`config.mk`:
```
export PLATFORM = sky130hd
export DESIGN_NAME = humidity_sensor_frame_decoder_core
export DESIGN_NICKNAME = d
export VERILOG_FILES = /design/src/sv/hsfd_pkg.sv /design/src/sv/hsfd_ctrl.sv /design/src/sv/hsfd_dp.sv /design/src/sv/humidity_sensor_frame_decoder_core.sv
export SDC_FILE = /design/constraint.sdc
export NUM_CORES = 1
export LEC_CHECK = 0
export ABC_AREA = 1
export BUFFER_PORTS_ARGS = -buffer_cell sky130_fd_sc_hd__buf_4
export CAP_MARGIN = 20
export CELL_PAD_IN_SITES_DETAIL_PLACEMENT = 1
export CELL_PAD_IN_SITES_GLOBAL_PLACEMENT = 2
export CORE_MARGIN = 10
export CORE_UTILIZATION = 41
export CTS_CLUSTER_SIZE = 24
export DETAILED_ROUTE_END_ITERATION = 7
export PLACE_DENSITY = 0.83
export SLEW_MARGIN = 10
export SYNTH_ARGS = -nofsm -noshare
export SYNTH_HDL_FRONTEND = slang
export SYNTH_HIERARCHICAL = 1
export SYNTH_SLANG_ARGS = --single-unit
```
`constraint.sdc`:
```
create_clock -name i_clk -period 7.7 [get_ports i_clk]
set_clock_uncertainty 0.15 [all_clocks]
set_input_delay 0.77 -clock i_clk [delete_from_list [all_inputs] [get_ports i_clk]]
set_output_delay 0.77 -clock i_clk [all_outputs]
set_load 0.05 [all_outputs]
```
`src/sv/hsfd_pkg.sv`:
```
`timescale 1ns / 1ps
// ----------------------------------------------------------------------------
// hsfd_pkg: shared types and constants for the sensor frame decoder
// Byte positions, status codes, controller states, command and status
// structs, conversion constants and the CRC-8 byte update function.
// ----------------------------------------------------------------------------
package hsfd_pkg;

    // Field widths.
    localparam int BYTE_W   = 8;
    localparam int OFFS_W   = 12;
    localparam int CEL_W    = 15;
    localparam int FAH_W    = 16;
    localparam int HUM_W    = 14;
    localparam int RAW_W    = 16;
    localparam int POS_W    = 3;

    // Byte positions inside one six-byte frame.
    localparam logic [POS_W-1:0] POS_T_HI  = 3'd0;
    localparam logic [POS_W-1:0] POS_T_LO  = 3'd1;
    localparam logic [POS_W-1:0] POS_T_CRC = 3'd2;
    localparam logic [POS_W-1:0] POS_H_HI  = 3'd3;
    localparam logic [POS_W-1:0] POS_H_LO  = 3'd4;
    localparam logic [POS_W-1:0] POS_H_CRC = 3'd5;

    // CRC-8 parameters.
    localparam logic [BYTE_W-1:0] CRC_INIT = 8'hFF;
    localparam logic [BYTE_W-1:0] CRC_POLY = 8'h31;

    // Conversion constants.
    localparam int T_PROD_W = 31;   // 17500 * 65535 fits in 31 bits
    localparam int H_PROD_W = 30;   // 10000 * 65535 fits in 30 bits
    localparam logic [14:0] TEMP_SCALE = 15'd17500;
    localparam logic [13:0] HUM_SCALE  = 14'd10000;
    localparam logic [16:0] FULL_SCALE = 17'd65535;
    localparam logic signed [15:0] TEMP_BASE = -16'sd4500;
    localparam logic [FAH_W-1:0] FAH_BASE = 16'd3200;

    // Division by five: floor(n / 5) = (n * 209716) >> 20, exact for n < 2^18.
    // Nine times the Celsius value stays below 2^18 in magnitude.
    localparam int MAG_W       = 18;
    localparam int RECIP_W     = 18;
    localparam int FPROD_W     = 35;   // 135423 * 209716 fits in 35 bits
    localparam int DIV5_SHIFT  = 20;
    localparam logic [RECIP_W-1:0] DIV5_RECIP = 18'd209716;

    // Result status codes.
    typedef enum logic [1:0] {
        ST_OK       = 2'd0,
        ST_TEMP_CRC = 2'd1,
        ST_HUM_CRC  = 2'd2
    } t_status;

    // Controller states.
    typedef enum logic [2:0] {
        S_IDLE,
        S_MUL,
        S_DIV,
        S_CEL,
        S_FMUL,
        S_OUT
    } t_state;

    // Commands from the controller to the datapath.
    typedef struct packed {
        logic accept;
        logic mul_en;
        logic div_en;
        logic cel_en;
        logic fmul_en;
        logic load_out;
    } t_ctrl_cmd;

    // Status from the datapath to the controller.
    typedef struct packed {
        logic last_byte;
        logic out_free;
    } t_dp_status;

    // One byte through the CRC-8 register, MSB first.
    function automatic logic [BYTE_W-1:0] crc_feed(input logic [BYTE_W-1:0] crc,
                                                   input logic [BYTE_W-1:0] b);
        logic [BYTE_W-1:0] c;
        c = crc ^ b;
        for (int i = 0; i < BYTE_W; i++) begin
            if (c[BYTE_W-1]) begin
                c = {c[BYTE_W-2:0], 1'b0} ^ CRC_POLY;
            end else begin
                c = {c[BYTE_W-2:0], 1'b0};
            end
        end
        return c;
    endfunction

endpackage

```
`src/sv/hsfd_ctrl.sv`:
```
`timescale 1ns / 1ps
// ----------------------------------------------------------------------------
// hsfd_ctrl: frame decoder controller
// Takes bytes while idle and, after the last byte of a frame, steps the
// datapath through the conversion and the load of the output register.
// ----------------------------------------------------------------------------
module hsfd_ctrl
    import hsfd_pkg::*;
(
    input  logic       i_clk,
    input  logic       i_rst_n,
    input  logic       i_valid,
    input  t_dp_status i_st,
    output t_ctrl_cmd  o_cmd,
    output logic       o_stall
);

    t_state r_state;
    t_state n_state;

    // State register.
    always_ff @(posedge i_clk) begin
        if (!i_rst_n) begin
            r_state <= S_IDLE;
        end else begin
            r_state <= n_state;
        end
    end

    // Next state and commands.
    always_comb begin
        n_state = r_state;
        o_cmd   = '0;
        o_stall = 1'b1;
        unique case (r_state)
            S_IDLE: begin
                o_stall = 1'b0;
                if (i_valid) begin
                    o_cmd.accept = 1'b1;
                    if (i_st.last_byte) begin
                        n_state = S_MUL;
                    end
                end
            end
            S_MUL: begin
                o_cmd.mul_en = 1'b1;
                n_state      = S_DIV;
            end
            S_DIV: begin
                o_cmd.div_en = 1'b1;
                n_state      = S_CEL;
            end
            S_CEL: begin
                o_cmd.cel_en = 1'b1;
                n_state      = S_FMUL;
            end
            S_FMUL: begin
                o_cmd.fmul_en = 1'b1;
                n_state       = S_OUT;
            end
            S_OUT: begin
                // Wait here until the output register can take the word.
                if (i_st.out_free) begin
                    o_cmd.load_out = 1'b1;
                    n_state        = S_IDLE;
                end
            end
            default: begin
                n_state = S_IDLE;
            end
        endcase
    end

endmodule

```
`src/sv/hsfd_dp.sv`:
```
`timescale 1ns / 1ps
// ----------------------------------------------------------------------------
// hsfd_dp: frame decoder datapath
// Byte position, running CRC, raw word capture, the fixed-point conversion
// steps and the output register.
// ----------------------------------------------------------------------------
module hsfd_dp
    import hsfd_pkg::*;
(
    input  logic                    i_clk,
    input  logic                    i_rst_n,
    input  t_ctrl_cmd               i_cmd,
    input  logic [BYTE_W-1:0]       i_byte_value,
    input  logic                    i_frame_start,
    input  logic                    i_cfg_we,
    input  logic [OFFS_W-1:0]       i_cfg_wdata,
    input  logic                    i_out_stall,
    output t_dp_status              o_st,
    output logic                    o_valid,
    output logic [1:0]              o_status,
    output logic signed [CEL_W-1:0] o_temp_centi_c,
    output logic signed [FAH_W-1:0] o_temp_centi_f,
    output logic [HUM_W-1:0]        o_humidity_centi_pct
);

    // Control state.
    logic [POS_W-1:0]    r_pos;
    logic [BYTE_W-1:0]   r_crc;
    logic                r_temp_good;
    logic [OFFS_W-1:0]   r_offset;
    logic                r_out_valid;

    // Payload registers.
    logic [BYTE_W-1:0]   r_t_hi;
    logic [BYTE_W-1:0]   r_t_lo;
    logic [BYTE_W-1:0]   r_h_hi;
    logic [BYTE_W-1:0]   r_h_lo;
    t_status             r_status;
    logic [T_PROD_W-1:0] r_prod_t;
    logic [H_PROD_W-1:0] r_prod_h;
    logic [CEL_W-1:0]    r_qt;
    logic [HUM_W-1:0]    r_h;
    logic [CEL_W-1:0]    r_c;
    logic [FPROD_W-1:0]  r_fprod;
    logic                r_fneg;
    t_status             r_o_status;
    logic [CEL_W-1:0]    r_o_c;
    logic [FAH_W-1:0]    r_o_f;
    logic [HUM_W-1:0]    r_o_h;

    // Byte handling signals.
    logic [POS_W-1:0]    pos;
    logic [BYTE_W-1:0]   crc_base;
    logic [BYTE_W-1:0]   crc_upd;
    logic [POS_W-1:0]    n_pos;
    logic [BYTE_W-1:0]   n_crc;
    logic                n_temp_good;
    t_status             n_status;

    // Conversion signals.
    logic [16:0]         sum_t;
    logic [16:0]         sum_h;
    logic signed [15:0]  c_wide;
    logic signed [18:0]  c19;
    logic signed [18:0]  c9;
    logic [18:0]         c9_mag;
    logic [CEL_W-1:0]    fq;
    logic [FAH_W-1:0]    f_val;

    // Position of the incoming byte; a start marker or a stray count restarts.
    always_comb begin
        if (i_frame_start || (r_pos > POS_H_CRC)) begin
            pos = POS_T_HI;
        end else begin
            pos = r_pos;
        end
        crc_base   = (pos == POS_T_HI) ? CRC_INIT : r_crc;
        crc_upd    = crc_feed(crc_base, i_byte_value);
        o_st.last_byte = (pos == POS_H_CRC);
        o_st.out_free  = !r_out_valid || !i_out_stall;
    end

    // Next byte-handling state for one accepted word.
    always_comb begin
        n_pos       = pos + 3'd1;
        n_crc       = crc_upd;
        n_temp_good = r_temp_good;
        n_status    = ST_OK;
        unique case (pos)
            POS_T_CRC: begin
                n_temp_good = (r_crc == i_byte_value);
                n_crc       = CRC_INIT;
            end
            POS_H_CRC: begin
                n_pos = POS_T_HI;
                n_crc = CRC_INIT;
                if (!r_temp_good) begin
                    n_status = ST_TEMP_CRC;
                end else if (r_crc != i_byte_value) begin
                    n_status = ST_HUM_CRC;
                end
            end
            default: begin
            end
        endcase
    end

    // Byte position, CRC and the CRC flag.
    always_ff @(posedge i_clk) begin
        if (!i_rst_n) begin
            r_pos       <= POS_T_HI;
            r_crc       <= CRC_INIT;
            r_temp_good <= 1'b0;
        end else if (i_cmd.accept) begin
            r_pos       <= n_pos;
            r_crc       <= n_crc;
            r_temp_good <= n_temp_good;
        end
    end

    // Raw data bytes and frame status.
    always_ff @(posedge i_clk) begin
        if (i_cmd.accept) begin
            case (pos)
                POS_T_HI:  r_t_hi   <= i_byte_value;
                POS_T_LO:  r_t_lo   <= i_byte_value;
                POS_H_HI:  r_h_hi   <= i_byte_value;
                POS_H_LO:  r_h_lo   <= i_byte_value;
                POS_H_CRC: r_status <= n_status;
                default: begin
                end
            endcase
        end
    end

    // Offset register.
    always_ff @(posedge i_clk) begin
        if (!i_rst_n) begin
            r_offset <= '0;
        end else if (i_cfg_we) begin
            r_offset <= i_cfg_wdata;
        end
    end

    // Division by 65535: x = a*65536 + b gives a + (a + b >= 65535).
    assign sum_t = {2'b00, r_prod_t[T_PROD_W-1:16]} + {1'b0, r_prod_t[15:0]};
    assign sum_h = {3'b000, r_prod_h[H_PROD_W-1:16]} + {1'b0, r_prod_h[15:0]};

    // Celsius with offset, then nine times it and its magnitude.
    assign c_wide = TEMP_BASE + $signed({1'b0, r_qt})
                  + $signed({{(16-OFFS_W){r_offset[OFFS_W-1]}}, r_offset});
    assign c19    = $signed({{(19-CEL_W){r_c[CEL_W-1]}}, r_c});
    assign c9     = (c19 <<< 3) + c19;
    assign c9_mag = c9[18] ? 19'(-c9) : 19'(c9);

    // Fahrenheit from the truncated quotient.
    assign fq    = r_fprod[FPROD_W-1:DIV5_SHIFT];
    assign f_val = r_fneg ? (FAH_BASE - {1'b0, fq}) : (FAH_BASE + {1'b0, fq});

    // Conversion steps, one per controller state.
    always_ff @(posedge i_clk) begin
        if (i_cmd.mul_en) begin
            r_prod_t <= T_PROD_W'({r_t_hi, r_t_lo}) * T_PROD_W'(TEMP_SCALE);
            r_prod_h <= H_PROD_W'({r_h_hi, r_h_lo}) * H_PROD_W'(HUM_SCALE);
        end
        if (i_cmd.div_en) begin
            r_qt <= r_prod_t[T_PROD_W-1:16] + CEL_W'(sum_t >= FULL_SCALE);
            r_h  <= r_prod_h[H_PROD_W-1:16] + HUM_W'(sum_h >= FULL_SCALE);
        end
        if (i_cmd.cel_en) begin
            r_c <= c_wide[CEL_W-1:0];
        end
        if (i_cmd.fmul_en) begin
            r_fprod <= FPROD_W'(c9_mag[MAG_W-1:0]) * FPROD_W'(DIV5_RECIP);
            r_fneg  <= c9[18];
        end
    end

    // Output register; a bad frame reports zero values.
    always_ff @(posedge i_clk) begin
        if (i_cmd.load_out) begin
            r_o_status <= r_status;
            if (r_status == ST_OK) begin
                r_o_c <= r_c;
                r_o_f <= f_val;
                r_o_h <= r_h;
            end else begin
                r_o_c <= '0;
                r_o_f <= '0;
                r_o_h <= '0;
            end
        end
    end

    // Output valid flag.
    always_ff @(posedge i_clk) begin
        if (!i_rst_n) begin
            r_out_valid <= 1'b0;
        end else if (i_cmd.load_out) begin
            r_out_valid <= 1'b1;
        end else if (!i_out_stall) begin
            r_out_valid <= 1'b0;
        end
    end

    assign o_valid              = r_out_valid;
    assign o_status             = r_o_status;
    assign o_temp_centi_c       = $signed(r_o_c);
    assign o_temp_centi_f       = $signed(r_o_f);
    assign o_humidity_centi_pct = r_o_h;

endmodule

```
`src/sv/humidity_sensor_frame_decoder_core.sv`:
```
`timescale 1ns / 1ps
// ----------------------------------------------------------------------------
// humidity_sensor_frame_decoder_core: sensor measurement frame decoder
// Checks and converts six-byte temperature/humidity measurement frames.
// ----------------------------------------------------------------------------
// Input channel: i_valid / o_stall carry one frame byte per word with its
// start marker. Bytes arrive as temperature high, low, CRC, then humidity
// high, low, CRC; a start marker forces the byte to be the first of a frame.
// Output channel: o_valid / i_stall carry one result word per complete frame.
// Configuration: i_cfg_we writes the signed Celsius offset from i_cfg_wdata.
// Flow: the first five bytes of a frame are taken whenever offered. The sixth
// byte starts a four-step conversion (multiply, divide by full scale, offset
// add, multiply by the reciprocal of five), so o_stall is high during those
// steps and during the step that loads the output register.
// Stall: the output register holds the word while i_stall is high; the next
// frame's bytes are still taken, and a following result waits in the final
// step with o_stall high until the register is free.
// Reset: synchronous, active low; the frame position restarts, the CRC is
// set to 0xFF, the offset clears and no result is pending.
// ----------------------------------------------------------------------------
module humidity_sensor_frame_decoder_core
    import hsfd_pkg::*;
(
    input  logic                    i_clk,
    input  logic                    i_rst_n,
    input  logic                    i_valid,
    output logic                    o_stall,
    input  logic [BYTE_W-1:0]       i_byte_value,
    input  logic                    i_frame_start,
    input  logic                    i_cfg_we,
    input  logic [OFFS_W-1:0]       i_cfg_wdata,
    output logic                    o_valid,
    input  logic                    i_stall,
    output logic [1:0]              o_status,
    output logic signed [CEL_W-1:0] o_temp_centi_c,
    output logic signed [FAH_W-1:0] o_temp_centi_f,
    output logic [HUM_W-1:0]        o_humidity_centi_pct
);

    t_ctrl_cmd  cmd;
    t_dp_status st;

    // Controller.
    hsfd_ctrl u_ctrl (
        .i_clk   (i_clk),
        .i_rst_n (i_rst_n),
        .i_valid (i_valid),
        .i_st    (st),
        .o_cmd   (cmd),
        .o_stall (o_stall)
    );

    // Datapath.
    hsfd_dp u_dp (
        .i_clk                (i_clk),
        .i_rst_n              (i_rst_n),
        .i_cmd                (cmd),
        .i_byte_value         (i_byte_value),
        .i_frame_start        (i_frame_start),
        .i_cfg_we             (i_cfg_we),
        .i_cfg_wdata          (i_cfg_wdata),
        .i_out_stall          (i_stall),
        .o_st                 (st),
        .o_valid              (o_valid),
        .o_status             (o_status),
        .o_temp_centi_c       (o_temp_centi_c),
        .o_temp_centi_f       (o_temp_centi_f),
        .o_humidity_centi_pct (o_humidity_centi_pct)
    );

endmodule

```
==> results of run 1 <==
-- worst min-delay path by stage --
stage                     startpoint                to  slack, ns  depth (start not counted)
floorplan           u_dp/r_status[1]  u_dp/o_status[1]       0.28                          0
global placement    u_dp/r_status[0]  u_dp/o_status[0]       0.28                          0
detailed placement  u_dp/r_status[0]  u_dp/o_status[0]       0.30                          0
CTS                   i_cfg_wdata[8]  u_dp/r_offset[8]       0.24                          3
global route          i_cfg_wdata[8]  u_dp/r_offset[8]       0.26                          3
finish                i_cfg_wdata[8]  u_dp/r_offset[8]       0.28                          3
-- sequential cells by signal, indices dropped and copies added, names as in the netlist, 8 cells and up --
register,cells
u_dp/r_c,15
u_dp/o_humidity_centi_pct,14
u_dp/r_h_lo,8
u_dp/r_h,14
u_dp/o_temp_centi_f,16
u_dp/r_offset,12
u_dp/o_temp_centi_c,15
u_dp/r_qt,15
u_dp/r_prod_h,26
u_dp/r_t_hi,8
u_dp/r_t_lo,8
u_dp/r_prod_t,29
u_dp/r_crc,8
u_dp/r_h_hi,8
u_dp/r_fprod,15
-- what timing repair did --
action,4_1_cts,5_1_grt
setup buffers,0,8
pin swaps,0,7
gates resized for setup,2,57
endpoints found under the setup margin,4,14
-- worst max-delay path: cells and delay by family, from the launching register on --
family,cells,cell delay (ns)
buffers and inverters,4,0.43
and+or+nand+nor,12,1.51
AOI/OAI and AO/OA,3,0.66
DFF,1,0.43
xor gates and xnor gates,1,0.18
adders and majority gates,9,3.78
-- final cells by class --
cell class | instances | area, sq um | area share
tap | 756 | 946 | 0.0362
multi-input combinational | 1729 | 14600 | 0.558
clock buffer | 30 | 687 | 0.0263
inverter | 664 | 2490 | 0.0953
sequential | 224 | 6450 | 0.246
clock inverter | 20 | 211 | 0.00808
timing repair buffer | 103 | 793 | 0.0303
-- power by group --
part | internal, W | switching, W
combinational | 0.00191 | 0.00318
sequential | 0.00166 | 0.0000989
clock | 0.000752 | 0.000548
total | 0.00432 | 0.00383
-- placed cells by master, fill, tap and decap left out, types with 32 or more instances in the layout --
cell      Yosys  layout
nor2_1      158     152
inv_1       657     654
o21ai_0      87      84
fa_1        177     177
nand3_1      95      94
xnor2_1      43      42
a21oi_1     142     139
xor2_1       75      72
nand4_1      32      32
nand2_1     387     382
ha_1        377     364
buf_4         0     102
edfxtp_1    196     196
-- layer usage --
metal | GRT usage | part of all wire | up-vias
li1 | - | - | 8673
met1 | 0.232 | 0.46 | 8626
met2 | 0.330 | 0.50 | 160
met3 | 0.0194 | 0.023 | 65
met4 | 0.0377 | 0.021 | 0
met5 | 0 | 0 | -
-- kinds of logic (layout without fill, tap and decap cells) --
family / after synthesis / count (layout)
AOI/OAI and AO/OA: 305 / 305
adders and majority gates: 554 / 554
xor gates and xnor gates: 123 / 123
buffers and inverters: 678 / 817
DFF: 224 / 224
and+or+nand+nor: 747 / 747
-- metrics by stage --
| step | setup slack, ns | total power (W) | hold WS, ns |
|---|---|---|---|
| finish | 0.335 | 0.00815 | 0.275 |
| global route | -0.0841 | 0.00902 | 0.262 |
| CTS | 0.0119 | 0.00801 | 0.239 |
| detailed placement | 0.0168 | 0.00663 | 0.295 |
| global placement | 0.198 | 0.00650 | 0.282 |
| floorplan | 0.786 | 0.00529 | 0.277 |
==> flow_summary.json, run 1 <==
{
  "final.fill_count": 6715,
  "cts-root-buf": "clkbuf_16",
  "fin_area_sq_um": 26200,
  "core_sq_um": 56400,
  "worst_slew_pin_slew_ns": 0.957,
  "cts.sinks": 224,
  "cp_common_cell": "fa_1",
  "wl_microns": 60100,
  "synth_top_family_by_area": "adder cells",
  "n_antenna_cell": 0,
  "min_period_ns": 7.37,
  "crit_end": "u_dp/r_fprod[29]",
  "drive_gt1_frac": 0.0805,
  "crit_start": "u_dp/r_c[3]",
  "dieArea_sq_um": 66800,
  "r2r-start": "u_dp/r_c[3]",
  "grt_overflow": 0,
  "yosysSeqAreaShare": 0.277,
  "htreeDepth": 1,
  "utilization": 0.464,
  "irDropWorstVdd_uv": 243,
  "synth_nets": 3211,
  "finalSetupTns_ns": 0,
  "grt_max_degree": 46,
  "placed_area_sq_um": 24900,
  "grt_pass1_wl_microns": 99600,
  "critPathMaxStageDelay_ns": 0.53,
  "critPathMaxFanout": 5,
  "synth_edf_count": 196,
  "hold_path_class": "input pin to register",
  "max_slew_margin": 0.360,
  "drv_cap": 0,
  "synth-simple-area-share": 0.138,
  "ys_async_sr_fraction": 0,
  "drt.antenna.violating_nets": 0,
  "rows": 87,
  "synth.ff_latch_count": 224,
  "synthAdderAreaFrac": 0.354,
  "leakage_nw": 13.2,
  "fin_nets": 3329,
  "reg2reg_slack_ns": 0.33,
  "dieHeight_microns": 258,
  "synth-main-ff-cell": "edfxtp_1",
  "stdcell_count": 3526,
  "first_pass_iters": 4,
  "drt_iter0_drc": 554,
  "synth_area_sq_um": 23300,
  "crit_path_end_kind": "register",
  "synth_compound_area_frac": 0.0731,
  "synthMuxAreaShare": 0,
  "crit_arrival_ns": 7.55,
  "antenna_found_initial": 0,
  "synthXorXnorAreaFrac": 0.0483,
  "synthDistinctLibCells": 52,
  "syn_area_per_cell_sq_um": 8.86,
  "cts_hold_buf": 0,
  "status": "complete, no violations",
  "worst_setup_path_start_kind": "register",
  "path_class": "register to register",
  "numCtsBuffers": 27,
  "tritoncts": "built",
  "grt_use_total": 0.183,
  "die_w_microns": 258,
  "placedCellCount": 3467,
  "synthTopCellsByArea": "edfxtp_1 25%, ha_1 20%, fa_1 15%",
  "required_ns": 7.88,
  "reg2reg_depth": 29,
  "boundaryPins": 75,
  "synth_top_area_cell": "edfxtp_1",
  "crit_path_top_delay_cell": "fa_1",
  "r2r-end": "u_dp/r_fprod[29]",
  "area_growth_pct": 12.3,
  "gp_congestion": 0.849,
  "max_freq_ghz": 0.136,
  "drc_errors": 0,
  "report.final.setup_viol": 0,
  "dp_hpwl_microns": 51400,
  "synth_common_cells": "657 x inv_1, 387 x nand2_1, 377 x ha_1",
  "wire_per_inst_microns": 17.1,
  "period_share": 0.957,
  "cts_buffer_depth": 3,
  "yosysMostFrequentCell": "inv_1",
  "ys_warn_count": 6,
  "grt_pass1_vias": 19370,
  "num_vias": 17524,
  "p_per_area_nw_per_um2": 312,
  "placement.io_buffers": 74,
  "clock_latency_ns": 0.58,
  "hold_viol": 0,
  "path_clk_slew_ns": 0.06,
  "slew_violations": 0,
  "synthCells": 2631,
  "netlist.area_leader.share": 0.253,
  "via_per_inst": 4.97,
  "initial_core_util": 0.413
}
Power figures use the tool's default switching activity.
==> run 2, diff against run 1 <==
- PLACE_DENSITY: 0.83 -> not set
- PLACE_DENSITY_LB_ADDON: not set -> 0.1
==> run 2 against run 1 <==
  * Sequential cell count stayed put
  * Non-clock buffer count stayed put
  * Hold slack better by 0.023 ns
  * Critical endpoint is now u_dp/r_fprod[28]
  * Largest power group unchanged
==> flow_summary.json, run 2 (synthesis results as in run 1) <==
{
  "fin_area_sq_um": 26100,
  "layout_commonest_cell": "inv_1",
  "clock_latency_ns": 0.56,
  "cts-root-buf": "clkbuf_16",
  "first_pass_iters": 5,
  "grt_overflow": 0,
  "worstHoldStart": "i_cfg_wdata[7]",
  "hold_path_class": "input pin to register",
  "reg2reg_slack_ns": 0.43,
  "wl_microns": 61500,
  "drv_cap": 0,
  "drt_iter0_drc": 567,
  "max_freq_ghz": 0.137,
  "path_clk_slew_ns": 0.06,
  "numCtsBuffers": 27,
  "die_w_microns": 258,
  "antenna_found_initial": 0,
  "min_period_ns": 7.27,
  "num_vias": 17496,
  "crit_path_top_delay_cell": "fa_1",
  "drc_errors": 0,
  "cts_buffer_depth": 3,
  "placement.io_buffers": 74,
  "drt.antenna.violating_nets": 0,
  "cp.depth": 31,
  "reg2reg_depth": 31,
  "core_sq_um": 56400,
  "crit_path_end_kind": "register",
  "critPathBufInv": 7,
  "initial_core_util": 0.413,
  "cts.sinks": 224,
  "via_per_inst": 4.96,
  "gp_congestion": 0.850,
  "report.final.setup_viol": 0,
  "grt_max_degree": 34,
  "worst_hold_slack_ns": 0.298,
  "status": "complete, no violations",
  "path_class": "register to register",
  "slew_violations": 0,
  "rows": 87,
  "grt_pass1_vias": 19118,
  "p_per_area_nw_per_um2": 316,
  "grt_pass1_wl_microns": 101000,
  "area_growth_pct": 12.1,
  "final_cell_mix": "655 x inv_1, 381 x nand2_1, 364 x ha_1",
  "r2r-start": "u_dp/r_c[3]",
  "required_ns": 7.85,
  "whs_endpoint": "u_dp/r_offset[7]",
  "worst_setup_path_start_kind": "register",
  "regMostFlops": "u_dp/r_prod_t",
  "critPathMaxStageDelay_ns": 0.58,
  "wire_per_inst_microns": 17.4,
  "dieHeight_microns": 258,
  "drive_gt1_frac": 0.0809,
  "holdPathStages": 3,
  "largest_register_ffs": 29,
  "boundaryPins": 75,
  "leakage_nw": 13.1,
  "htreeDepth": 1,
  "hold_viol": 0,
  "dieArea_sq_um": 66800,
  "grt_use_total": 0.187,
  "dp_hpwl_microns": 52500,
  "period_share": 0.945,
  "cts_hold_buf": 0,
  "placed_area_sq_um": 24900,
  "n_antenna_cell": 0,
  "r2r-end": "u_dp/r_fprod[28]",
  "worst_slew_pin_slew_ns": 0.772,
  "crit_arrival_ns": 7.43,
  "critPathMaxFanout": 6,
  "fin_nets": 3329,
  "tritoncts": "built",
  "path_delay_family": "adder cells",
  "max_slew_margin": 0.481,
  "irDropWorstVdd_uv": 245
}
## run 2: worst max path at each step
stage,to,startpoint
4_1_cts,u_dp/r_fprod[31],u_dp/r_c[3]
2_1_floorplan,u_dp/r_fprod[34],u_dp/r_c[0]
3_3_place_gp,u_dp/r_fprod[31],u_dp/r_c[3]
5_1_grt,u_dp/r_fprod[33],u_dp/r_c[3]
3_5_place_dp,u_dp/r_fprod[31],u_dp/r_c[3]
6_report,u_dp/r_fprod[28],u_dp/r_c[3]
## run 2: what timing repair did
action	CTS	global route
resized for setup	0	58
hold endpoints to repair	0	0
setup endpoints to repair	0	15
setup buffers	0	6
## run 2: worst register-to-register path: cells and delay by family (launching register included)
family          cells  cell delay [ns]
fa+ha+maj           9             4.02
simple gates       13             1.54
flops               1             0.38
compound gates      1             0.21
buf+inv             7             0.53
xor+xnor            1             0.19
## run 2: final cells by class
cell class                 instances  area (sq um)
fill                            6642         30300
multi-input combinational       1729         14600
sequential                       224          6450
inverter                         664          2490
tap                              756           946
timing repair buffer             103           781
clock buffer                      35           726
clock inverter                    14           183
## run 2: where the power goes
part | switching [W] | leakage [nW] | internal [W]
registers | 0.0000994 | 2.01 | 0.00166
clock network | 0.000525 | 0.440 | 0.000798
logic | 0.00324 | 10.7 | 0.00193
total | 0.00387 | 13.1 | 0.00439
## run 2: metrics by stage
step	TNS (ns)	instances	power [W]	utilization	worst slack, ns
after floorplan	0	2631	0.00529	-	0.786
after global placement	0	3468	0.00661	0.442	0.185
after detailed placement	0	3469	0.00671	0.442	0.0863
after CTS	0	3518	0.00810	0.458	0.0225
after global routing	-0.000344	3525	0.00912	0.463	-0.000344
final	0	3525	0.00826	0.463	0.427
## run 2: routing by layer
metal / track usage / up-vias / part of all wire / wire length, microns
li1: - / 8690 / - / -
met1: 0.240 / 8638 / 0.46 / 28400
met2: 0.339 / 122 / 0.50 / 30900
met3: 0.0160 / 46 / 0.021 / 1290
met4: 0.0333 / 0 / 0.014 / 852
met5: 0 / - / 0 / 0
==> run 3, diff against run 2 <==
- CTS_CLUSTER_SIZE: 24 -> 8
- GPL_TIMING_DRIVEN: not set -> 0
- RECOVER_POWER: not set -> 25
==> run 3 against run 2 <==
  * Hold slack gained 0.010 ns
  * Critical endpoint is now u_dp/r_fprod[26]
  * Total power is 2.9% higher
  * Non-clock buffer count up 6
  * First-iteration DRC count down 1.9%
  * Sequential share of layout area down 0.36 points
  * Setup slack lost 0.17 ns
  * Combinational power up 2%
==> flow_summary.json, run 3 (synthesis results as in run 1) <==
{
  "path_clk_slew_ns": 0.05,
  "crit_arrival_ns": 7.60,
  "n_antenna_cell": 0,
  "max_freq_ghz": 0.134,
  "status": "complete, no violations",
  "path_class": "register to register",
  "final_cell_mix": "655 x inv_1, 380 x nand2_1, 359 x ha_1",
  "crit_path_end_kind": "register",
  "hold_viol": 0,
  "grt_setup_unrepaired": "true",
  "met2_length_microns": 30200,
  "fin_area_sq_um": 26500,
  "irDropWorstVdd_uv": 207,
  "leakage_nw": 13.2,
  "grt_pass1_vias": 19375,
  "initial_core_util": 0.413,
  "worst_slew_pin_slew_ns": 0.981,
  "via_per_inst": 4.95,
  "boundaryPins": 75,
  "area_growth_pct": 13.8,
  "min_period_ns": 7.45,
  "numCtsBuffers": 35,
  "path_delay_family": "adder cells",
  "fin_nets": 3343,
  "max_slew_margin": 0.346,
  "tritoncts": "built",
  "report.final.setup_viol": 0,
  "grt_max_degree": 31,
  "required_ns": 7.86,
  "antenna_found_initial": 0,
  "first_pass_iters": 4,
  "rows": 87,
  "hold_path_class": "register to register",
  "regMostFlops": "u_dp/r_prod_t",
  "critPathMaxFanout": 6,
  "grt_overflow": 0,
  "crit_path_top_delay_cell": "fa_1",
  "htreeDepth": 2,
  "wire_per_inst_microns": 17.1,
  "cts_buffer_depth": 3,
  "drive_gt1_frac": 0.0799,
  "drt.antenna.violating_nets": 0,
  "utilization": 0.470,
  "layout_commonest_cell": "inv_1",
  "core_sq_um": 56400,
  "wl_met3_microns": 1650,
  "dp_hpwl_microns": 51100,
  "drt_iter0_drc": 556,
  "critPathMaxStageDelay_ns": 0.61,
  "power.total_w": 0.00849,
  "highest_layer": "met4",
  "grt_use_total": 0.186,
  "cts.sinks": 224,
  "critPathBufInv": 8,
  "placed_area_sq_um": 24900,
  "period_share": 0.967,
  "die_w_microns": 258,
  "dieArea_sq_um": 66800,
  "largest_register_ffs": 29,
  "num_vias": 17555,
  "placement.io_buffers": 74,
  "p_per_area_nw_per_um2": 320,
  "wl_microns": 60500,
  "clock_latency_ns": 0.55,
  "slew_violations": 0,
  "grt_pass1_wl_microns": 100000,
  "cp_common_cell": "inv_1",
  "worst_setup_path_start_kind": "register",
  "wl_met1_microns": 27200,
  "drv_cap": 0,
  "dieHeight_microns": 258,
  "cts-root-buf": "clkbuf_16",
  "worst_hold_slack_ns": 0.308,
  "gp_congestion": 0.871,
  "drc_errors": 0
}
[run 3: report_power, final]
group / switching [W] / total [W] / internal, W
Clock: 0.000576 / 0.00148 / 0.000903
Sequential: 0.000102 / 0.00177 / 0.00167
Combinational: 0.00324 / 0.00525 / 0.00200
Total: 0.00392 / 0.00849 / 0.00457
[run 3: path summary, 6_finish.rpt]
kind | start | to | slack, ns | depth (start not counted)
worst max-delay path | u_dp/r_c[3] | u_dp/r_fprod[26] | 0.25 | 33
worst min-delay path | u_dp/r_status[0] | u_dp/o_status[0] | 0.31 | 0
worst max register to register | u_dp/r_c[3] | u_dp/r_fprod[26] | 0.25 | 33
worst min register to register | u_dp/r_status[0] | u_dp/o_status[0] | 0.31 | 0
[run 3: final cells by class]
class,instances,area (sq um)
fill,6647,29900
multi-input combinational,1729,14800
sequential,224,6450
inverter,664,2490
clock buffer,59,1020
tap,756,946
timing repair buffer,95,731
buffer,14,67.6
clock inverter,5,58.8
[run 3: timing repair]
item / CTS / global route
pin swaps: 4 / 12
buffers inserted: 9 / 7
hold buffers: 0 / 0
resized for setup: 22 / 61
endpoints found under the setup margin: 14 / 15
[run 3: per-stage QoR]
stage,cells,setup slack (ns),setup TNS (ns)
2_1_floorplan,2631,0.786,0
3_3_place_gp,3461,-0.507,-4.90
3_5_place_dp,3466,-0.550,-5.11
4_1_cts,3539,0.00366,0
5_1_grt,3546,-0.0717,-0.267
6_report,3546,0.255,0
[run 3: layer usage]
metal / global-route usage / up-vias
li1: - / 8714
met1: 0.228 / 8610
met5: 0 / -
met2: 0.333 / 155
met4: 0.0503 / 0
met3: 0.0276 / 76
